**src/rtl/itp_pkg.sv**
```systemverilog
// Shared types, codes and lookup functions for the infix-to-postfix converter.
package itp_pkg;

   // Operator codes as kept on the stack
   localparam logic [2:0] OPC_OPEN = 3'd0;
   localparam logic [2:0] OPC_ADD  = 3'd1;
   localparam logic [2:0] OPC_SUB  = 3'd2;
   localparam logic [2:0] OPC_MUL  = 3'd3;
   localparam logic [2:0] OPC_DIV  = 3'd4;
   localparam logic [2:0] OPC_POW  = 3'd5;

   // ASCII characters the converter reacts to
   localparam logic [7:0] CH_OPEN  = 8'h28;
   localparam logic [7:0] CH_CLOSE = 8'h29;
   localparam logic [7:0] CH_MUL   = 8'h2A;
   localparam logic [7:0] CH_ADD   = 8'h2B;
   localparam logic [7:0] CH_SUB   = 8'h2D;
   localparam logic [7:0] CH_DIV   = 8'h2F;
   localparam logic [7:0] CH_POW   = 8'h5E;

   // Command queue depth between front and back
   localparam int QUEUE_DEPTH = 2;

   typedef enum logic [2:0] {
      KIND_OTHER,
      KIND_OPEN,
      KIND_CLOSE,
      KIND_OP,
      KIND_END
   } cmd_kind_type;

   typedef enum logic [1:0] {
      ERR_NONE     = 2'd0,
      ERR_OVERFLOW = 2'd1,
      ERR_CLOSE    = 2'd2,
      ERR_OPEN     = 2'd3
   } err_code_type;

   typedef enum logic [1:0] {
      ST_IDLE,
      ST_DECIDE,
      ST_EVAL,
      ST_FINISH
   } eng_state_type;

   // Classified command handed from front to back
   typedef struct packed {
      cmd_kind_type kind;
      logic [2:0]   code;
      logic [7:0]   ch;
   } cmd_type;

   function automatic logic [7:0] op_char(input logic [2:0] code);
      logic [7:0] ch;
      unique case (code)
         OPC_OPEN: ch = CH_OPEN;
         OPC_ADD:  ch = CH_ADD;
         OPC_SUB:  ch = CH_SUB;
         OPC_MUL:  ch = CH_MUL;
         OPC_DIV:  ch = CH_DIV;
         OPC_POW:  ch = CH_POW;
         default:  ch = 8'h00;
      endcase
      return ch;
   endfunction

   // Priority of an operator sitting on the stack
   function automatic logic [2:0] stacked_pri(input logic [2:0] code);
      logic [2:0] pri;
      unique case (code)
         OPC_ADD, OPC_SUB: pri = 3'd2;
         OPC_MUL, OPC_DIV: pri = 3'd4;
         OPC_POW:          pri = 3'd5;
         default:          pri = 3'd0;
      endcase
      return pri;
   endfunction

   // Priority of an arriving operator
   function automatic logic [2:0] incoming_pri(input logic [2:0] code);
      logic [2:0] pri;
      unique case (code)
         OPC_ADD, OPC_SUB: pri = 3'd1;
         OPC_MUL, OPC_DIV: pri = 3'd3;
         default:          pri = 3'd6;
      endcase
      return pri;
   endfunction

endpackage

```
**src/rtl/itp_ram.sv**
```systemverilog
// Generic single-write, single-read RAM with registered read data.
module itp_ram #(
   parameter int WIDTH = 8,
   parameter int DEPTH = 32
) (
   input  logic                     clock,
   input  logic                     wr_en,
   input  logic [$clog2(DEPTH)-1:0] wr_addr,
   input  logic [WIDTH-1:0]         wr_data,
   input  logic                     rd_en,
   input  logic [$clog2(DEPTH)-1:0] rd_addr,
   output logic [WIDTH-1:0]         rd_data
);

   logic [WIDTH-1:0] mem [DEPTH];

   // Write port
   always_ff @(posedge clock) begin
      if (wr_en) begin
         mem[wr_addr] <= wr_data;
      end
   end

   // Registered read port, holds while not enabled
   always_ff @(posedge clock) begin
      if (rd_en) begin
         rd_data <= mem[rd_addr];
      end
   end

endmodule

```
**src/rtl/itp_front.sv**
```systemverilog
// Front end: accepts input beats, classifies each character into a command.
module itp_front
   import itp_pkg::*;
(
   input  logic       clock,
   input  logic       reset,
   input  logic       req_tvalid,
   output logic       req_tready,
   input  logic [7:0] req_tdata,
   input  logic       req_tlast,
   output logic       push_valid,
   input  logic       push_ready,
   output cmd_type    push_cmd
);

   logic    stage_valid_ff, stage_valid_in;
   cmd_type stage_cmd_ff, stage_cmd_in;
   cmd_type cmd_dec;
   logic    req_fire;

   // Classify the incoming character
   always_comb begin
      cmd_dec.kind = KIND_OTHER;
      cmd_dec.code = OPC_OPEN;
      cmd_dec.ch   = req_tdata;
      if (req_tlast) begin
         cmd_dec.kind = KIND_END;
      end else begin
         unique case (req_tdata)
            CH_OPEN:  cmd_dec.kind = KIND_OPEN;
            CH_CLOSE: cmd_dec.kind = KIND_CLOSE;
            CH_ADD: begin
               cmd_dec.kind = KIND_OP;
               cmd_dec.code = OPC_ADD;
            end
            CH_SUB: begin
               cmd_dec.kind = KIND_OP;
               cmd_dec.code = OPC_SUB;
            end
            CH_MUL: begin
               cmd_dec.kind = KIND_OP;
               cmd_dec.code = OPC_MUL;
            end
            CH_DIV: begin
               cmd_dec.kind = KIND_OP;
               cmd_dec.code = OPC_DIV;
            end
            CH_POW: begin
               cmd_dec.kind = KIND_OP;
               cmd_dec.code = OPC_POW;
            end
            default: cmd_dec.kind = KIND_OTHER;
         endcase
      end
   end

   // One-beat stage ahead of the queue
   assign req_tready = !stage_valid_ff || push_ready;
   assign req_fire   = req_tvalid && req_tready;

   always_comb begin
      stage_cmd_in   = stage_cmd_ff;
      stage_valid_in = stage_valid_ff && !push_ready;
      if (req_fire) begin
         stage_cmd_in   = cmd_dec;
         stage_valid_in = 1'b1;
      end
   end

   always_ff @(posedge clock) begin
      if (reset) begin
         stage_valid_ff <= 1'b0;
      end else begin
         stage_valid_ff <= stage_valid_in;
      end
   end

   always_ff @(posedge clock) begin
      stage_cmd_ff <= stage_cmd_in;
   end

   assign push_valid = stage_valid_ff;
   assign push_cmd   = stage_cmd_ff;

endmodule

```
**src/rtl/itp_queue.sv**
```systemverilog
// Short command queue decoupling the front end from the stack engine.
module itp_queue
   import itp_pkg::*;
(
   input  logic    clock,
   input  logic    reset,
   input  logic    push_valid,
   output logic    push_ready,
   input  cmd_type push_cmd,
   output logic    head_valid,
   output cmd_type head_cmd,
   input  logic    pop
);

   localparam int QAW = (QUEUE_DEPTH > 1) ? $clog2(QUEUE_DEPTH) : 1;
   localparam int QCW = $clog2(QUEUE_DEPTH + 1);

   cmd_type          entry_ff [QUEUE_DEPTH];
   logic [QAW-1:0]   wr_ptr_ff, wr_ptr_in;
   logic [QAW-1:0]   rd_ptr_ff, rd_ptr_in;
   logic [QCW-1:0]   fill_ff, fill_in;
   logic             do_push, do_pop;

   assign push_ready = (fill_ff != QCW'(QUEUE_DEPTH));
   assign head_valid = (fill_ff != '0);
   assign head_cmd   = entry_ff[rd_ptr_ff];
   assign do_push    = push_valid && push_ready;
   assign do_pop     = pop && head_valid;

   // Pointer and fill bookkeeping
   always_comb begin
      wr_ptr_in = wr_ptr_ff;
      rd_ptr_in = rd_ptr_ff;
      fill_in   = fill_ff;
      if (do_push) begin
         wr_ptr_in = (wr_ptr_ff == QAW'(QUEUE_DEPTH - 1)) ? '0 : wr_ptr_ff + QAW'(1);
      end
      if (do_pop) begin
         rd_ptr_in = (rd_ptr_ff == QAW'(QUEUE_DEPTH - 1)) ? '0 : rd_ptr_ff + QAW'(1);
      end
      if (do_push && !do_pop) begin
         fill_in = fill_ff + QCW'(1);
      end else if (do_pop && !do_push) begin
         fill_in = fill_ff - QCW'(1);
      end
   end

   always_ff @(posedge clock) begin
      if (reset) begin
         wr_ptr_ff <= '0;
         rd_ptr_ff <= '0;
         fill_ff   <= '0;
      end else begin
         wr_ptr_ff <= wr_ptr_in;
         rd_ptr_ff <= rd_ptr_in;
         fill_ff   <= fill_in;
      end
   end

   always_ff @(posedge clock) begin
      if (do_push) begin
         entry_ff[wr_ptr_ff] <= push_cmd;
      end
   end

endmodule

```
**src/rtl/itp_engine.sv**
```systemverilog
// Back end: operator stack engine that executes commands and builds result beats.
module itp_engine
   import itp_pkg::*;
#(
   parameter int STACK_DEPTH = 32
) (
   input  logic       clock,
   input  logic       reset,
   input  logic       q_valid,
   input  cmd_type    q_cmd,
   output logic       q_pop,
   output logic       rsp_tvalid,
   input  logic       rsp_tready,
   output logic [7:0] rsp_tdata,
   output logic [3:0] rsp_tuser,
   output logic       rsp_tlast
);

   localparam int AW = $clog2(STACK_DEPTH);
   localparam int CW = $clog2(STACK_DEPTH + 1);

   eng_state_type state_ff, state_in;
   cmd_type       cmd_ff, cmd_in;
   logic [CW-1:0] count_ff, count_in;
   logic          pend_valid_ff, pend_valid_in;
   logic [7:0]    pend_char_ff, pend_char_in;
   err_code_type  err_ff, err_in;

   logic          rsp_valid_ff, rsp_valid_in;
   logic [7:0]    rsp_char_ff, rsp_char_in;
   logic          rsp_cvalid_ff, rsp_cvalid_in;
   logic          rsp_last_ff, rsp_last_in;
   logic          rsp_done_ff, rsp_done_in;
   err_code_type  rsp_err_ff, rsp_err_in;

   logic          ram_wr_en, ram_rd_en;
   logic [AW-1:0] ram_wr_addr, ram_rd_addr;
   logic [2:0]    ram_wr_data, ram_rd_data;

   logic [CW-1:0] count_dec;
   logic          stack_full, stack_empty;
   logic          out_free;
   logic          top_open, top_higher;
   logic          pop_emit, pop_drop, eval_stall;
   logic          fin_done, fin_has, fin_stall;
   logic          out_load;

   itp_ram #(
      .WIDTH (3),
      .DEPTH (STACK_DEPTH)
   ) u_stack (
      .clock   (clock),
      .wr_en   (ram_wr_en),
      .wr_addr (ram_wr_addr),
      .wr_data (ram_wr_data),
      .rd_en   (ram_rd_en),
      .rd_addr (ram_rd_addr),
      .rd_data (ram_rd_data)
   );

   // Shared decisions
   assign count_dec   = count_ff - CW'(1);
   assign stack_full  = (count_ff == CW'(STACK_DEPTH));
   assign stack_empty = (count_ff == '0);
   assign out_free    = !rsp_valid_ff || rsp_tready;
   assign top_open    = (ram_rd_data == OPC_OPEN);
   assign top_higher  = (stacked_pri(ram_rd_data) > incoming_pri(cmd_ff.code));

   always_comb begin
      pop_emit = 1'b0;
      pop_drop = 1'b0;
      case (cmd_ff.kind)
         KIND_END, KIND_CLOSE: begin
            pop_emit = !top_open;
            pop_drop = top_open;
         end
         KIND_OP: pop_emit = top_higher;
         default: begin
            pop_emit = 1'b0;
            pop_drop = 1'b0;
         end
      endcase
   end

   assign eval_stall = pop_emit && pend_valid_ff && !out_free;
   assign fin_done   = (cmd_ff.kind == KIND_END);
   assign fin_has    = pend_valid_ff || fin_done || (err_ff != ERR_NONE);
   assign fin_stall  = fin_has && !out_free;

   // Next state
   always_comb begin
      state_in = state_ff;
      unique case (state_ff)
         ST_IDLE: begin
            if (q_valid) begin
               state_in = ST_DECIDE;
            end
         end
         ST_DECIDE: begin
            unique case (cmd_ff.kind)
               KIND_OTHER: state_in = ST_FINISH;
               KIND_OPEN:  state_in = stack_full ? ST_FINISH : ST_IDLE;
               KIND_END, KIND_CLOSE, KIND_OP: begin
                  state_in = stack_empty ? ST_FINISH : ST_EVAL;
               end
               default: state_in = ST_IDLE;
            endcase
         end
         ST_EVAL: begin
            if (eval_stall) begin
               state_in = ST_EVAL;
            end else if (pop_emit || (pop_drop && fin_done)) begin
               state_in = ST_DECIDE;
            end else begin
               state_in = ST_FINISH;
            end
         end
         ST_FINISH: begin
            if (!fin_stall) begin
               state_in = ST_IDLE;
            end
         end
         default: state_in = ST_IDLE;
      endcase
   end

   // Datapath and control outputs
   always_comb begin
      q_pop         = 1'b0;
      cmd_in        = cmd_ff;
      count_in      = count_ff;
      pend_valid_in = pend_valid_ff;
      pend_char_in  = pend_char_ff;
      err_in        = err_ff;
      ram_wr_en     = 1'b0;
      ram_wr_addr   = count_ff[AW-1:0];
      ram_wr_data   = cmd_ff.code;
      ram_rd_en     = 1'b0;
      ram_rd_addr   = count_dec[AW-1:0];
      out_load      = 1'b0;
      rsp_char_in   = rsp_char_ff;
      rsp_cvalid_in = rsp_cvalid_ff;
      rsp_last_in   = rsp_last_ff;
      rsp_done_in   = rsp_done_ff;
      rsp_err_in    = rsp_err_ff;
      unique case (state_ff)
         ST_IDLE: begin
            if (q_valid) begin
               q_pop  = 1'b1;
               cmd_in = q_cmd;
               err_in = ERR_NONE;
            end
         end
         ST_DECIDE: begin
            unique case (cmd_ff.kind)
               KIND_OTHER: begin
                  pend_valid_in = 1'b1;
                  pend_char_in  = cmd_ff.ch;
               end
               KIND_OPEN: begin
                  if (stack_full) begin
                     err_in = ERR_OVERFLOW;
                  end else begin
                     ram_wr_en   = 1'b1;
                     ram_wr_data = OPC_OPEN;
                     count_in    = count_ff + CW'(1);
                  end
               end
               KIND_CLOSE: begin
                  if (stack_empty) begin
                     err_in = ERR_CLOSE;
                  end else begin
                     ram_rd_en = 1'b1;
                  end
               end
               KIND_OP: begin
                  // An empty stack always has room for the push
                  if (stack_empty) begin
                     ram_wr_en = 1'b1;
                     count_in  = count_ff + CW'(1);
                  end else begin
                     ram_rd_en = 1'b1;
                  end
               end
               default: begin
                  if (!stack_empty) begin
                     ram_rd_en = 1'b1;
                  end
               end
            endcase
         end
         ST_EVAL: begin
            if (!eval_stall) begin
               if (pop_emit) begin
                  count_in = count_dec;
                  // Previous pending char is not last: send it on
                  if (pend_valid_ff) begin
                     out_load      = 1'b1;
                     rsp_char_in   = pend_char_ff;
                     rsp_cvalid_in = 1'b1;
                     rsp_last_in   = 1'b0;
                     rsp_done_in   = 1'b0;
                     rsp_err_in    = ERR_NONE;
                  end
                  pend_valid_in = 1'b1;
                  pend_char_in  = op_char(ram_rd_data);
               end else if (pop_drop) begin
                  count_in = count_dec;
                  if (fin_done) begin
                     err_in = ERR_OPEN;
                  end
               end else if (stack_full) begin
                  err_in = ERR_OVERFLOW;
               end else begin
                  ram_wr_en = 1'b1;
                  count_in  = count_ff + CW'(1);
               end
            end
         end
         ST_FINISH: begin
            if (!fin_stall) begin
               pend_valid_in = 1'b0;
               if (fin_has) begin
                  out_load      = 1'b1;
                  rsp_char_in   = pend_valid_ff ? pend_char_ff : 8'h00;
                  rsp_cvalid_in = pend_valid_ff;
                  rsp_last_in   = 1'b1;
                  rsp_done_in   = fin_done;
                  rsp_err_in    = err_ff;
               end
            end
         end
         default: q_pop = 1'b0;
      endcase
   end

   // Output register
   assign rsp_valid_in = out_load || (rsp_valid_ff && !rsp_tready);

   always_ff @(posedge clock) begin
      if (reset) begin
         state_ff      <= ST_IDLE;
         count_ff      <= '0;
         pend_valid_ff <= 1'b0;
         err_ff        <= ERR_NONE;
         rsp_valid_ff  <= 1'b0;
      end else begin
         state_ff      <= state_in;
         count_ff      <= count_in;
         pend_valid_ff <= pend_valid_in;
         err_ff        <= err_in;
         rsp_valid_ff  <= rsp_valid_in;
      end
   end

   always_ff @(posedge clock) begin
      cmd_ff       <= cmd_in;
      pend_char_ff <= pend_char_in;
      if (out_load) begin
         rsp_char_ff   <= rsp_char_in;
         rsp_cvalid_ff <= rsp_cvalid_in;
         rsp_last_ff   <= rsp_last_in;
         rsp_done_ff   <= rsp_done_in;
         rsp_err_ff    <= rsp_err_in;
      end
   end

   assign rsp_tvalid = rsp_valid_ff;
   assign rsp_tdata  = rsp_char_ff;
   assign rsp_tuser  = {rsp_err_ff, rsp_done_ff, rsp_cvalid_ff};
   assign rsp_tlast  = rsp_last_ff;

   // Checks
   a_count_bound: assert property (@(posedge clock) disable iff (reset)
      count_ff <= CW'(STACK_DEPTH))
      else $error("stack count beyond depth");

   a_idle_no_pend: assert property (@(posedge clock) disable iff (reset)
      (state_ff == ST_IDLE) |-> !pend_valid_ff)
      else $error("pending char left over between items");

   a_done_empty: assert property (@(posedge clock) disable iff (reset)
      (out_load && rsp_done_in) |-> stack_empty)
      else $error("expression finished with a non-empty stack");

   a_err_last: assert property (@(posedge clock) disable iff (reset)
      (rsp_valid_ff && (rsp_err_ff != ERR_NONE || rsp_done_ff)) |-> rsp_last_ff)
      else $error("status flags on a beat that is not last");

   a_no_load_busy: assert property (@(posedge clock) disable iff (reset)
      out_load |-> out_free)
      else $error("result beat overwritten before it was taken");

endmodule

```
**src/rtl/infix_to_postfix_converter.sv**
```systemverilog
// Top level of the infix-to-postfix converter: front end, command queue, stack engine.
//
// Shunting-yard converter. Each req beat carries one character (req_tlast
// high ends the expression and flushes the stack). Operands and unknown
// characters pass straight through; + - * / ^ and parentheses go through an
// operator stack of STACK_DEPTH entries held in a RAM. Each rsp beat carries
// one postfix character or a status; rsp_tlast marks the final beat caused by
// an input beat, which also carries expression-done and any error code. Items
// that cause nothing (a push, a matched ')' with nothing to pop) give no beat.
// Flow: a front stage and a two-entry queue take input beats while the engine
// works. The engine accepts an item, then decides: a '(' is pushed, or sent to
// the closing state when the stack is full; a pass-through character goes to the
// closing state. An operator, ')' or end beat meeting an empty stack goes straight
// to the closing state; else each look at the top of stack is the registered RAM
// read, then the pop or push decision; the item ends in the closing state, with a
// further decide step if the stack runs empty. A result beat held back by rsp_tready
// stalls the engine on top of this. A push is a single RAM write. The stack
// needs no clearing after reset: only entries below the count are ever read.
module infix_to_postfix_converter
   import itp_pkg::*;
#(
   parameter int STACK_DEPTH = 32
) (
   input  logic       clock,
   input  logic       reset,
   // Input channel
   input  logic       req_tvalid,
   output logic       req_tready,
   input  logic [7:0] req_tdata,   // [7:0] in_char
   input  logic       req_tlast,   // end_of_expr
   // Result channel
   output logic       rsp_tvalid,
   input  logic       rsp_tready,
   output logic [7:0] rsp_tdata,   // [7:0] out_char
   output logic [3:0] rsp_tuser,   // [0] char_valid, [1] expr_done, [3:2] error_code
   output logic       rsp_tlast    // last_of_run
);

   logic    push_valid, push_ready;
   cmd_type push_cmd;
   logic    head_valid, head_pop;
   cmd_type head_cmd;

   itp_front u_front (
      .clock      (clock),
      .reset      (reset),
      .req_tvalid (req_tvalid),
      .req_tready (req_tready),
      .req_tdata  (req_tdata),
      .req_tlast  (req_tlast),
      .push_valid (push_valid),
      .push_ready (push_ready),
      .push_cmd   (push_cmd)
   );

   itp_queue u_queue (
      .clock      (clock),
      .reset      (reset),
      .push_valid (push_valid),
      .push_ready (push_ready),
      .push_cmd   (push_cmd),
      .head_valid (head_valid),
      .head_cmd   (head_cmd),
      .pop        (head_pop)
   );

   itp_engine #(
      .STACK_DEPTH (STACK_DEPTH)
   ) u_engine (
      .clock      (clock),
      .reset      (reset),
      .q_valid    (head_valid),
      .q_cmd      (head_cmd),
      .q_pop      (head_pop),
      .rsp_tvalid (rsp_tvalid),
      .rsp_tready (rsp_tready),
      .rsp_tdata  (rsp_tdata),
      .rsp_tuser  (rsp_tuser),
      .rsp_tlast  (rsp_tlast)
   );

endmodule
```
**config.mk**
```make
export PLATFORM = sky130hd
export DESIGN_NAME = infix_to_postfix_converter
export DESIGN_NICKNAME = d
export VERILOG_FILES = /design/src/rtl/itp_pkg.sv /design/src/rtl/itp_ram.sv /design/src/rtl/itp_front.sv /design/src/rtl/itp_queue.sv /design/src/rtl/itp_engine.sv /design/src/rtl/infix_to_postfix_converter.sv
export SDC_FILE = /design/constraint.sdc
export NUM_CORES = 1
export LEC_CHECK = 0
export ABC_AREA = 1
export BUFFER_PORTS_ARGS = -buffer_cell sky130_fd_sc_hd__buf_2
export CAP_MARGIN = 5
export CORE_MARGIN = 1
export CORE_UTILIZATION = 40
export CTS_BUF_LIST = sky130_fd_sc_hd__clkbuf_8
export DETAILED_ROUTE_END_ITERATION = 6
export SLEW_MARGIN = 20
export SYNTH_ARGS = -nofsm -noshare
export SYNTH_HDL_FRONTEND = slang
export SYNTH_SLANG_ARGS = --single-unit
```
**constraint.sdc**
```tcl
create_clock -name clock -period 3.55 [get_ports clock]
set_input_delay 0.5325 -clock clock [delete_from_list [all_inputs] [get_ports clock]]
set_output_delay 0.5325 -clock clock [all_outputs]
set_load 0.1 [all_outputs]
```
### Word level (Yosys, flattened, before mapping)

Memories as Yosys holds them, arrays and structs flattened. A register that Yosys moved wholly into a read port is not among the register bits.
Index checks and enable logic that the tools add are counted.

| word-level totals | value |
|---|---|
| input port bits | 13 |
| RAM bits | 124 |
| register bits | 52 |
| memories | 2 |

| operators by class | value |
|---|---|
| eq/ne operators | 38 |
| reduce and logical (&&, ||, !) cells | 51 |
| magnitude comparators | 1 |
| add/sub/neg operators | 6 |
| muxes and demuxes | 98 |

Memories:

| memory | depth | bits a word | read ports | clocked after memory_dff | wr ports | line | RTL |
|---|---|---|---|---|---|---|---|
| u_engine.u_stack.mem | 32 | 3 | 1 | 1 | 1 | itp_ram.sv:15 | `logic [WIDTH-1:0] mem [DEPTH];` |
| u_queue.entry_ff | 2 | 14 | 1 | 1 | 1 | itp_queue.sv:18 | `cmd_type entry_ff [QUEUE_DEPTH];` |

Operators by type and width:

| operator | count |
|---|---|
| 8-bit two-way mux | 9 |
| 8-bit by 6-bit == test with 1-bit output, second input constant | 6 |
| 7-bit case mux with 6 select lines | 1 |
| 1-bit two-way mux | 40 |
| 2-bit two-way mux | 19 |
| 8-bit case mux with 2 select lines | 2 |
| 6-bit two-way mux | 5 |
| 6-bit case mux with 2 select lines | 2 |
| 3-bit by 2-bit == test with 1-bit output, second input constant | 6 |
| 2-bit case mux with 3 select lines | 3 |
| 3-bit case mux with 5 select lines | 1 |
| 1-bit case mux with 2 select lines | 7 |
| 7-bit AND reduction | 2 |
| 3-bit == test, second input constant | 4 |
| 2-bit OR reduction | 6 |
| 1-bit logical AND | 11 |
| 2-bit != test, second input constant | 5 |
| 2-bit nonzero test | 5 |
| 3-bit by 1-bit == test with 1-bit output, second input constant | 3 |
| 3-bit two-way mux | 3 |
| 3-bit case mux with 3 select lines | 1 |
| 8-bit by 7-bit == test with 1-bit output, second input constant | 1 |
| 1-bit zero test | 8 |
| 2-bit by 1-bit != test with 1-bit output, second input constant | 4 |
| 26 further kinds | 40 |

### Logic depth before layout (Yosys ltp)

Gate-level depths: netlist (run 1).

| depth | value |
|---|---|
| depth in word-level cells | 11 |
| depth in mapped cells | 16 |

### Hierarchy

From an unflattened synthesis (run 1), not the netlist that was laid out.

| second synthesis, totals | value |
|---|---|
| cell total of the unflattened synthesis | 856 |
| area, all modules | 8745.9 µm² |

By module, submodules not included:

| module | times used | cells an instance | area an instance (µm²) |
|---|---|---|---|
| itp_ram | 1 | 377 | 4157.7 |
| itp_engine | 1 | 336 | 2695.1 |
| itp_queue | 1 | 80 | 1248.7 |
| itp_front | 1 | 63 | 644.4 |

### Worst setup path after synthesis (run 1)

OpenSTA, ideal clock, no wires.

| timing path | value |
|---|---|
| path type | reg2reg |
| start point | register u_engine.cmd_ff[9] in the netlist's numbering |
| end point | register u_engine.rsp_cvalid_ff (enable) |
| data arrival time | 2.750 ns |
| slack | 0.401 ns |
| path buffers | 0 |
| required time | 3.150 ns |
| library setup time | 0.400 ns |
| period minus slack after synthesis | 3.149 ns |
| cell stages (with the launch flop) | 15 |
| path through | edfxtp_1 inv_1 o21ai_0 o21ai_0 o21ai_0 ha_1 nand2_1 nor2_1 nor2_1 nand2_2 nand2_1 nand2_1 o21ai_0 inv_1 nor3_1 |

| between the ends | value |
|---|---|
| cells in the longest elaborated chain, start to end | 10 |

Ends and longest elaborated chain:

| item | line | RTL |
|---|---|---|
| start: declaration | itp_engine.sv:23 | `cmd_type cmd_ff, cmd_in;` |
| start signal: assignment | itp_engine.sv:257 | `cmd_ff <= cmd_in;` |
| 3-bit by 2-bit == test with 1-bit output (tied with other cells) | itp_pkg.sv:82 | `unique case (code)` |
| 2-bit OR reduction | itp_pkg.sv:82 |  |
| 3-bit case mux with 2 select lines (*) | itp_pkg.sv:82 |  |
| 3-bit > comparator (*) | itp_engine.sv:67 | `assign top_higher = (stacked_pri(ram_rd_data) > incoming_pri(cmd_ff.code));` |
| 1-bit case mux with 2 select lines (*) | itp_engine.sv:72 | `case (cmd_ff.kind)` |
| 1-bit logical AND (2 in series) | itp_engine.sv:85 | `assign eval_stall = pop_emit && pend_valid_ff && !out_free;` |
| 1-bit two-way mux | itp_engine.sv:193 | `if (!eval_stall) begin` |
| 1-bit case mux with 2 select lines | itp_engine.sv:146 | `unique case (state_ff)` |
| 7-bit AND reduction (no line) (*) | n/a |  |
| end signal: assignment | itp_engine.sv:261 | `rsp_cvalid_ff <= rsp_cvalid_in;` |
| end: declaration | itp_engine.sv:31 | `logic rsp_cvalid_ff, rsp_cvalid_in;` |

Mark *: on every way between the ends. The rest lies on a longest branch, timed or not.
A chain may end at the register's enable or synchronous reset.

### Worst setup path after layout (run 1)

| timing path | value |
|---|---|
| start point | register u_engine.cmd_ff[9] in the netlist's numbering |
| end point | memory u_engine.u_stack.mem[24][2] (enable) |

| between the ends | value |
|---|---|
| cells in the longest elaborated chain, start to end | 11 |

Ends and longest elaborated chain:

| item | line | RTL |
|---|---|---|
| 3-bit by 2-bit == test with 1-bit output (tied with other cells) | itp_pkg.sv:82 |  |
| 2-bit OR reduction | itp_pkg.sv:82 |  |
| 3-bit case mux with 2 select lines (*) | itp_pkg.sv:82 |  |
| 3-bit > comparator (*) | itp_engine.sv:67 |  |
| 1-bit case mux with 2 select lines (*) | itp_engine.sv:72 |  |
| 1-bit logical AND (2 in series) | itp_engine.sv:85 |  |
| 1-bit two-way mux (*) | itp_engine.sv:193 |  |
| 1-bit case mux with 2 select lines (*) | itp_engine.sv:146 |  |
| 1-bit two-way mux (*) | itp_ram.sv:19 | `if (wr_en) begin` |
| 1-bit two-way mux (implied by the code) (*) | itp_ram.sv:20 | `mem[wr_addr] <= wr_data;` |
| end: declaration | itp_ram.sv:15 |  |

Marks and branches as above.

==> results of run 1 <==
[metal layers]
metal,share of wire,vias up,GRT usage
met5,0,-,0
met4,0.013,0,0.0470
met3,0.039,21,0.0318
met2,0.46,117,0.267
met1,0.49,2801,0.237
li1,-,2947,-
[power groups by stage]
stage                     sequential (mW)  combinational (mW)  clock [mW]
after floorplan                      3.19                2.47           0
after global placement               3.22                3.47           0
after detailed placement             3.23                3.47           0
after CTS                            3.17                3.49        1.43
after global routing                 3.21                3.91        1.51
final                                3.17                3.47        1.39
[metrics by stage]
step	utilization	worst slack, ns	total power, mW	instance area [um^2]	instances
after global placement	0.432	0.846	6.69	9190	1142
after CTS	0.451	0.707	8.09	9590	1174
final	0.451	0.731	8.04	9590	1174
after detailed placement	0.432	0.721	6.69	9190	1142
after floorplan	-	0.401	5.66	8780	862
after global routing	0.451	0.407	8.63	9590	1174
[final timing paths]
check	start	to	slack, ns
setup / recovery	u_engine.cmd_ff[9]	u_engine.u_stack.mem[24][2]	0.73
hold / removal	req_tdata[2]	u_front.push_cmd[2]	0.26
setup reg to reg	u_engine.cmd_ff[9]	u_engine.u_stack.mem[24][2]	0.73
hold reg to reg	u_front.push_cmd[7]	u_queue.entry_ff[0][7]	0.46
[cell type report]
| type | instances | area, um^2 |
|---|---|---|
| Clock inverter | 15 | 171 |
| Sequential cell | 193 | 5630 |
| Timing Repair Buffer | 41 | 253 |
| Inverter | 81 | 307 |
| Clock buffer | 17 | 234 |
| Tap cell | 275 | 344 |
| Fill cell | 2015 | 11700 |
| Multi-Input combinational cell | 552 | 2660 |
[logic make-up (layout without fill, tap and decap cells)]
kind of cell    Yosys count  count (layout)
xor+xnor                  6               6
simple gates            417             417
flops                   193             193
fa+ha+maj                13              13
compound gates          116             116
buf+inv                 117             154
[synthesized netlist by cell type, types with 13 or more instances]
master and n:
a21oi_1 19, clkbuf_1 14, dfxtp_1 17, edfxtp_1 176
ha_1 13, inv_1 78, nand2_1 157, nand3_1 47
nor2_1 177, o211ai_1 18, o21ai_0 70
[worst reg2reg max path: cells and delay by family (launching register included)]
family | cells | cell delay [ns]
fa+ha+maj | 1 | 0.29
compound gates | 5 | 0.91
flops | 1 | 0.36
buf+inv | 1 | 0.06
simple gates | 5 | 0.91
[registers in the layout, indices dropped and copies added, names as in the netlist]
| name | cells |
|---|---|
| u_front.push_valid | 1 |
| u_engine.rsp_tvalid | 1 |
| u_queue.entry_ff | 28 |
| u_front.push_cmd | 14 |
| u_engine.state_ff | 2 |
| u_engine.rsp_cvalid_ff | 1 |
| u_engine.rsp_tdata | 8 |
| u_queue.fill_ff | 2 |
| u_engine.u_stack.rd_data | 3 |
| u_engine.count_ff | 6 |
| u_queue.wr_ptr_ff | 1 |
| u_engine.rsp_err_ff | 2 |
| u_engine.pend_valid_ff | 1 |
| u_engine.u_stack.mem | 96 |
| u_engine.cmd_ff | 14 |
| u_engine.rsp_done_ff | 1 |
| u_queue.rd_ptr_ff | 1 |
| u_engine.rsp_tlast | 1 |
| u_engine.err_ff | 2 |
| u_engine.pend_char_ff | 8 |
[cell usage in the layout, fill, tap and decap left out, drive strengths merged, types with 3 or more instances in the layout]
cell type	n
buf	41
edfxtp	176
xor2	5
nand3	51
inv	87
dfxtp	17
nand4	12
clkinv	8
nand2	162
o21ai	71
o21a	3
nor3	10
ha	13
nor2	180
a21oi	19
o211ai	18
clkbuf	17
==> summary.txt, run 1 <==
Clock tree
  – Setup repair bufs after CTS: 0
  – CTS tree: yes
  – Cts hold-fix bufs: 0
  – H-tree levels: 4
  – Clock Pin Slew Worst Setup and Hold Paths: approximately 0.11 ns
  – Sink Count: just under 200
  – Clk buf depth: 2
  – Num CTS Buffers: 17
  – Clock latency on the worst-skew pair: around 0.48 ns
  – Root Driver: clkbuf_8
  – CTS resizes: 0

Layout
  – Antenna diode count: 0
  – Share of cells above drive strength 1: 0.109
  – Area Growth Syn to Fin: 9.31%
  – Final #Nets: 912

Hold path
  – Hold Crit Class: in2reg
  – Hold path depth: 1

STA
  – Final hold slack: approximately 0.26 ns
  – Slew Viols, Final: 0
  – Worst Max-Slew Pin Slew: 0.665 ns
  – Minimum clock period: 2.82 ns
  – Final hold violation count: 0
  – Slew headroom: 0.557
  – Clock Skews: 0.0195 ns
  – Final period utilization: 0.794
  – RSZ-0062 raised after global routing: no
  – Max Freq: ~350 MHz
  – Fin Setup TNS: 0 ns
  – # setup viols final: 0

Floorplan
  – Die area: approximately 23000 um^2
  – Core footprint: 21300 um^2
  – FP Rows: 53
  – Die outline width: approximately 150 um
  – Die height: approximately 150 um
  – # IOs: 28
  – Starting density of the core: 0.412

Power and ir drop
  – Flop pwr share: 0.395
  – Switching Power: 3.45 mW
  – Net Sw Frac: 0.429
  – Worst VDD drop: 0.299 mV
  – PD cells: 838 nW/um^2
  – Clock Power Share: 0.173
  – Leakage: ~3.6 nW
  – Logic pwr share: 0.432
  – Internal: roughly 4.6 mW

GRT
  – First-pass GRT wire length: 28.6 mm
  – GRT Residual Overflow: 0
  – Overall global routing resource usage: 0.169
  – Antenna violations before repair: 0
  – Largest net degree at the start of global routing: 54
  – Vias in the first global route: ~5500

Setup path
  – CP Class: reg2reg
  – CP max FO: 30
  – Critical Path Start Type: register
  – Critical path data required time: 3.71 ns
  – CP most frequent cell: o21ai_0
  – Crit path cell chain: inv_1, o21ai_0, o21ai_0, o21ai_0, ha_1, a21oi_1, nand2_1, nand2_2, nand3_4, o21ai_2, nand2_4, nor2_1
  – CP max-delay cell: edfxtp_1
  – Worst setup EP type: register
  – WP depth: 12
  – Reg2reg path depth: 12
  – Slowest Stage Delay on Critical Path: about 0.36 ns
  – Critical path's top delay family: compound AO/OA/AOI/OAI gates
  – Crit path buffers/inverters: 1
  – CP Data Arrival Time: ~3 ns

Yosys
  – Register area share after synthesis: 0.641
  – Number of synthesized flops with an enable pin: between 150 and 200
  – Synth Cell Area: between 8000 and 9000 um^2
  – Main combinational cell family by area after synthesis: simple AND/OR/NAND/NOR gates
  – Top cells by area, synth: edfxtp_1, nor2_1, nand2_1
  – Synth Area in Adders: 0.0185
  – Post-synthesis compound-gate area fraction: 0.0740
  – Cell taking the most area after synthesis: edfxtp_1
  – Mapped Avg Cell Area: 10.2 um^2
  – Synthesized Nets: ~890
  – FFs w/ async S/R, synth: 0
  – Top_reg_cell synth: edfxtp_1
  – Simple-gate share of the synthesized area: 0.201
  – Synth cell types: 39
  – Post-Synthesis Cells: 862
  – #FFs+latches synth: 193
  – Yosys top cell area share: 0.602
  – Synth warn: 0
  – Mux share of post-synthesis cell area: 0
  – Post-Synth XOR/XNOR Area: 0.00813

Placement
  – # port buffers: 27
  – Final RePlAce weighted congestion: around 0.81
  – DP HPWL: approximately 12 mm

Drt
  – Residual DRC count: 0
  – DR WL/cell: approximately 15 um
  – Post-DRT Antenna Nets: 0
  – Post-DR vias/cell: between 5 and 6
  – Iteration-0 DRC Markers: 477
  – Via count: 5886
  – Routed WL: between 15 and 20 mm
  – TritonRoute pass-1 iters: 5

Outcome
  – Status: finished, final reports clean

Run
  – Max cap viols: 0
No activity file was read; power rests on OpenSTA's default activity.
==> run 2, diff against run 1 <==
==> constraint.sdc (replaced) <==
create_clock -name clock -period 2.9 [get_ports clock]
set_input_delay 0.435 -clock clock [delete_from_list [all_inputs] [get_ports clock]]
set_output_delay 0.435 -clock clock [all_outputs]
set_load 0.1 [all_outputs]
==> run 2 against run 1 <==
Count of clock-buffer cells in the layout unchanged. Clock skew shrank 0.0017 ns. Register-to-register slack got worse by 0.55 ns. Sequential power is 22% higher. Clock power up 23%.
==> summary.txt, run 2 (synthesis results as in run 1) <==
Power and ir drop
  – Switching Power: 4.19 mW (+21%)
  – PD cells: 1020 nW/um^2 (+21%)
  – Clock Power Share: 0.174 (about the same)
  – Worst VDD drop: 0.433 mV (+45%)
  – Net Sw Frac: 0.427 (-0.00166)
  – Leakage: 3.63 nW (+0.15%)
  – Flop pwr share: 0.396 (about the same)
  – Internal: 5.62 mW (+22%)
  – Overall Power: 9.80 mW (+22%)
  – Logic pwr share: 0.430 (-0.002)

Drt
  – Post-DR vias/cell: 4.95 (-1.3%)
  – Routed WL: 17.5 mm (-2.1%)
  – Via count: 5826 (-1.0%)
  – Post-DRT Antenna Nets: 0 (unchanged)
  – Residual DRC count: 0 (unchanged)
  – DR WL/cell: 14.8 um (-2.3%)
  – TritonRoute pass-1 iters: 5 (unchanged)
  – Iteration-0 DRC Markers: 398 (-17%)

Layout
  – Largest regs: u_engine.u_stack.mem x96, u_queue.entry_ff x28
  – Final #Nets: 915 (+0.33%)
  – Most common cell after layout, fill and taps aside: edfxtp_1
  – Largest register by flop count: u_engine.u_stack.mem
  – Area Growth Syn to Fin: 9.77%
  – Share of cells above drive strength 1: 0.123 (+0.0140)
  – Max reg flops: 96 (unchanged)
  – Filler cells: 1993 (-1.1%)
  – Layout Cells excl Fill: 1177 (+0.26%)
  – Antenna diode count: 0 (unchanged)
  – Most frequent cells in the layout: edfxtp_1, nor2_1, nand2_1

Clock tree
  – Clock Pin Slew Worst Setup and Hold Paths: 0.11 ns (about the same)
  – Setup repair bufs after CTS: 0 (unchanged)
  – CTS tree: yes
  – Cts hold-fix bufs: 0 (unchanged)
  – Sink Count: 193 (unchanged)
  – Num CTS Buffers: 17 (unchanged)
  – Clk buf depth: 2 (unchanged)
  – H-tree levels: 4 (unchanged)
  – Clock latency on the worst-skew pair: 0.47 ns (about the same)
  – Root Driver: clkbuf_8

Setup path
  – Critical path data required time: 3.06 ns (-0.65 ns)
  – CP Class: reg2reg
  – CP max FO: 30 (unchanged)
  – CP Data Arrival Time: 2.88 ns (-0.09 ns)
  – Critical Path Start Type: register
  – Worst setup EP type: register

Floorplan
  – FP Rows: 53 (unchanged)
  – Die height: 150 um (unchanged)
  – Die area: 22500 um^2 (unchanged)
  – # IOs: 28 (unchanged)
  – Core footprint: 21300 um^2 (unchanged)
  – Die outline width: 150 um (unchanged)
  – Starting density of the core: 0.412 (unchanged)

Placement
  – DP HPWL: 11.7 mm (-0.85%)
  – Final RePlAce weighted congestion: 0.803 (-1.1%)
  – # port buffers: 27 (unchanged)
  – DP Cell Count: 1145 (+0.26%)

GRT
  – First-pass GRT wire length: 28.1 mm (-1.6%)
  – GRT Residual Overflow: 0 (unchanged)
  – Largest net degree at the start of global routing: 54 (unchanged)
  – Overall global routing resource usage: 0.165 (-0.00316)
  – Antenna violations before repair: 0 (unchanged)
  – Vias in the first global route: 5486 (-0.65%)

STA
  – RSZ-0062 raised after global routing: yes
  – # setup viols final: 0 (unchanged)
  – Final hold slack: 0.167 ns (-0.0905 ns)
  – Slew Viols, Final: 0 (unchanged)
  – Worst Max-Slew Pin Slew: 0.671 ns (+0.00614 ns)
  – Max Freq: 368 MHz (+3.6%)
  – Final period utilization: 0.938 (+0.144)
  – Fin Setup TNS: 0 ns (unchanged)
  – Slew headroom: 0.553 (-0.00409)
  – Clock Skews: 0.0177 ns (-0.00174 ns)
  – Final hold violation count: 0 (unchanged)
  – Minimum clock period: 2.72 ns (-0.0991 ns)

Outcome
  – Status: finished, final reports clean

Hold path
  – Hold Crit Class: in2reg

Run
  – Max cap viols: 0 (unchanged)
## run 2: changes by cell type in the layout (fill, tap and decap cells not counted), moves of 2 or more
cell    change
nor2_2     +11
nor2_1     -11
inv_6       +2
buf_4       +4
## run 2: worst max-delay path, stage by stage (launching register included)
cell and delay [ns]:
edfxtp_1 0.37, inv_1 0.07, o21ai_1 0.21, o21ai_0 0.14, o21ai_0 0.11, ha_1 0.29
a21oi_1 0.15, nand2_1 0.07, nand2_2 0.12, nand3_4 0.08, o21ai_2 0.25, nand2_8 0.23
nor3_2 0.28
## run 2: power groups by stage
stage,registers (mW),clock network [mW],logic [mW]
floorplan,3.91,0,3.02
global placement,3.94,0,4.23
detailed placement,3.95,0,4.22
CTS,3.88,1.76,4.23
global route,3.92,1.86,4.73
finish,3.88,1.71,4.21
## run 2: area by class of cell
type	instances	area (um^2)	share of cell area
Timing Repair Buffer	44	263	0.0273
Multi-Input combinational cell	552	2700	0.280
Clock inverter	15	165	0.0171
Tap cell	275	344	0.0357
Clock buffer	17	234	0.0243
Sequential cell	193	5630	0.584
Inverter	81	307	0.0318
## run 2: through the flow
step,util,instance area (um^2),setup slack (ns)
6_report,0.453,9630,0.180
5_1_grt,0.453,9630,-0.0246
4_1_cts,0.451,9600,0.0960
3_5_place_dp,0.432,9200,0.116
3_3_place_gp,0.432,9200,0.170
2_1_floorplan,-,8780,0.148
## run 2: repair_timing
item	4_1_cts	5_1_grt
endpoints found under the hold margin	0	0
gates resized for setup	0	13
endpoints found under the setup margin	0	114
## run 2: path summary, 6_finish.rpt
check	from	endpoint	slack [ns]	cells after the start
max reg2reg	u_engine.cmd_ff[8]	u_engine.u_stack.mem[0][1]	0.18	12
min	req_tdata[2]	u_front.push_cmd[2]	0.17	1
min reg2reg	u_front.push_cmd[8]	u_queue.entry_ff[0][8]	0.45	0
max	u_engine.cmd_ff[8]	u_engine.u_stack.mem[0][1]	0.18	12
## run 2: routing by layer
| layer | share of wire | routed length [um] | GRT usage |
|---|---|---|---|
| met2 | 0.47 | 8270 | 0.269 |
| met1 | 0.48 | 8370 | 0.223 |
| met3 | 0.036 | 625 | 0.0327 |
| met5 | 0 | 0 | 0 |
| met4 | 0.010 | 182 | 0.0530 |
==> run 3, diff against run 2 <==
--- a/config.mk
+++ b/config.mk
@@ -6,7 +6,7 @@
 export NUM_CORES = 1
 export LEC_CHECK = 0
 export ABC_AREA = 1
-export BUFFER_PORTS_ARGS = -buffer_cell sky130_fd_sc_hd__buf_2
+export BUFFER_PORTS_ARGS = -buffer_cell sky130_fd_sc_hd__buf_4
 export CAP_MARGIN = 5
 export CORE_MARGIN = 1
 export CORE_UTILIZATION = 40
==> run 3 against run 2 <==
Setup slack better by 0.054 ns. Combinational power rose by 1%. Utilization grew 0.46 points. Sequential share of layout area fell by 0.59 points. Die area unchanged. Critical endpoint is now u_engine.u_stack.mem[11][2]. Largest cell class unchanged.
==> summary.txt, run 3 (synthesis results as in run 1) <==
Drt
  – Routed wl met2: 8.35 mm (+0.97%)
  – TritonRoute pass-1 iters: 5 (unchanged)
  – Routed metal-1 wirelength: 8.18 mm (-2.3%)
  – Residual DRC count: 0 (unchanged)
  – WL met3: 769 um (+23%)
  – DR WL/cell: 14.9 um (+0.36%)
  – Iteration-0 DRC Markers: 538 (+35%)
  – Routed WL: 17.5 mm (+0.36%)
  – DR top layer: met4
  – Post-DR vias/cell: 4.95 (about the same)
  – Via count: 5829 (+0.051%)
  – Post-DRT Antenna Nets: 0 (unchanged)

Setup path
  – CP most frequent cell: a21oi_1
  – Crit path buffers/inverters: 0 (-1)
  – Critical path data required time: 3.04 ns (-0.02 ns)
  – Critical path's top delay family: simple AND/OR/NAND/NOR gates
  – CP Class: reg2reg
  – Critical Path Start Type: register
  – Crit path cell chain: a21oi_1, a21oi_1, ha_1, a21oi_1, nand2_1, nand2_2, nand3_4, o21ai_2, nand2_8, nor2_1
  – Reg2reg setup slack: 0.23 ns (+0.05 ns)
  – Worst setup EP type: register
  – CP Data Arrival Time: 2.80 ns (-0.08 ns)
  – Slowest Stage Delay on Critical Path: 0.47 ns (+0.10 ns)
  – CP max FO: 30 (unchanged)
  – CP max-delay cell: edfxtp_1

Placement
  – DP Cell Count: 1145 (unchanged)
  – Final RePlAce weighted congestion: 0.797 (-0.77%)
  – # port buffers: 27 (unchanged)
  – DP HPWL: 11.7 mm (-0.16%)
  – Area after DPL: 9270 um^2 (+0.73%)

GRT
  – Largest net degree at the start of global routing: 54 (unchanged)
  – Vias in the first global route: 5514 (+0.51%)
  – First-pass GRT wire length: 28.1 mm (about the same)
  – GRT Residual Overflow: 0 (unchanged)
  – Overall global routing resource usage: 0.166 (+0.000996)
  – Antenna violations before repair: 0 (unchanged)

STA
  – Slew Viols, Final: 0 (unchanged)
  – RSZ-0062 raised after global routing: yes
  – # setup viols final: 0 (unchanged)
  – Final period utilization: 0.919 (-0.0185)
  – Max Freq: 375 MHz (+2.0%)
  – Final hold violation count: 0 (unchanged)
  – Worst Max-Slew Pin Slew: 0.599 ns (-0.0715 ns)
  – Clock Skews: 0.0150 ns (-0.00271 ns)
  – Minimum clock period: 2.67 ns (-0.0536 ns)
  – Slew headroom: 0.600 (+0.0472)

Run
  – Max cap viols: 0 (unchanged)

Floorplan
  – Die area: 22500 um^2 (unchanged)
  – Starting density of the core: 0.412 (unchanged)
  – Die height: 150 um (unchanged)
  – FP Rows: 53 (unchanged)
  – Die outline width: 150 um (unchanged)
  – # IOs: 28 (unchanged)
  – Core footprint: 21300 um^2 (unchanged)

Layout
  – Max reg flops: 96 (unchanged)
  – Layout Cells excl Fill: 1177 (unchanged)
  – Largest register by flop count: u_engine.u_stack.mem
  – Final #Nets: 915 (unchanged)
  – Largest regs: u_engine.u_stack.mem x96, u_queue.entry_ff x28
  – Most frequent cells in the layout: edfxtp_1, nor2_1, nand2_1
  – Antenna diode count: 0 (unchanged)
  – Design Area, Final: 9730 um^2 (+1.0%)
  – Final core occ: 0.457 (+0.00464)
  – Area Growth Syn to Fin: 10.9%
  – Share of cells above drive strength 1: 0.122 (-0.00111)
  – Most common cell after layout, fill and taps aside: edfxtp_1

Clock tree
  – Setup repair bufs after CTS: 0 (unchanged)
  – Clk buf depth: 2 (unchanged)
  – CTS tree: yes
  – Sink Count: 193 (unchanged)
  – CTS resizes: 0 (unchanged)
  – Root Driver: clkbuf_8
  – Clock Pin Slew Worst Setup and Hold Paths: 0.11 ns (about the same)
  – Clock latency on the worst-skew pair: 0.46 ns (about the same)
  – H-tree levels: 4 (unchanged)
  – Num CTS Buffers: 17 (unchanged)
  – Cts hold-fix bufs: 0 (unchanged)

Outcome
  – Status: finished, final reports clean

Power and ir drop
  – Leakage: 3.67 nW (+0.88%)
  – PD cells: 1020 nW/um^2 (+0.44%)
  – Internal: 5.72 mW (+1.8%)
  – Clock Power Share: 0.180 (+0.006)
  – Flop pwr share: 0.391 (-0.005)
  – Switching Power: 4.23 mW (+1.0%)
  – Net Sw Frac: 0.425 (-0.00178)
  – Worst VDD drop: 0.362 mV (-16%)
  – Logic pwr share: 0.428 (-0.002)

Hold path
  – Hold Crit Class: in2reg
run 3: cell types whose count changed in the layout (fill, tap and decap cells not counted), sizes merged:
cell / delta
clkinv: +1
bufinv: +1
clkinvlp: +1
inv: -3
run 3: final cells by class:
cell class              instances  area [um^2]
clock buffers                  17          234
clock inverters                15          191
inverters                      81          307
repair buffers                 44          330
fillers                      1996        11600
multi-input cells             552         2700
well taps                     275          344
flip-flops and latches        193         5630
run 3: metrics by stage:
| stage | power [mW] | TNS [ns] | hold slack, ns | worst slack (ns) |
|---|---|---|---|---|
| 2_1_floorplan | 6.93 | 0 | 0.421 | 0.148 |
| 3_3_place_gp | 8.19 | 0 | 0.424 | 0.183 |
| 3_5_place_dp | 8.21 | 0 | 0.430 | 0.104 |
| 4_1_cts | 9.99 | 0 | 0.122 | 0.0846 |
| 5_1_grt | 10.7 | -1.22 | 0.109 | -0.0369 |
| 6_report | 9.95 | 0 | 0.155 | 0.234 |
run 3: path summary, 6_finish.rpt:
check / cells after the start / endpoint / start
worst max-delay path: 10 / u_engine.u_stack.mem[11][2] / u_engine.u_stack.rd_data[2]
worst min-delay path: 1 / u_front.push_cmd[3] / req_tdata[3]
worst max register to register: 10 / u_engine.u_stack.mem[11][2] / u_engine.u_stack.rd_data[2]
worst min register to register: 0 / u_queue.entry_ff[0][12] / u_front.push_cmd[12]
run 3: routing by layer:
metal / vias to the layer above / global-route usage
met1: 2730 / 0.223
met5: - / 0
met3: 14 / 0.0330
met4: 0 / 0.0505
met2: 126 / 0.273
li1: 2959 / -
run 3: power by group through the flow:
stage | combinational, mW | sequential [mW] | clock, mW
after CTS | 4.27 | 3.89 | 1.83
after global routing | 4.83 | 3.93 | 1.94
final | 4.26 | 3.89 | 1.79
after detailed placement | 4.25 | 3.95 | 0
after global placement | 4.25 | 3.94 | 0
after floorplan | 3.02 | 3.91 | 0
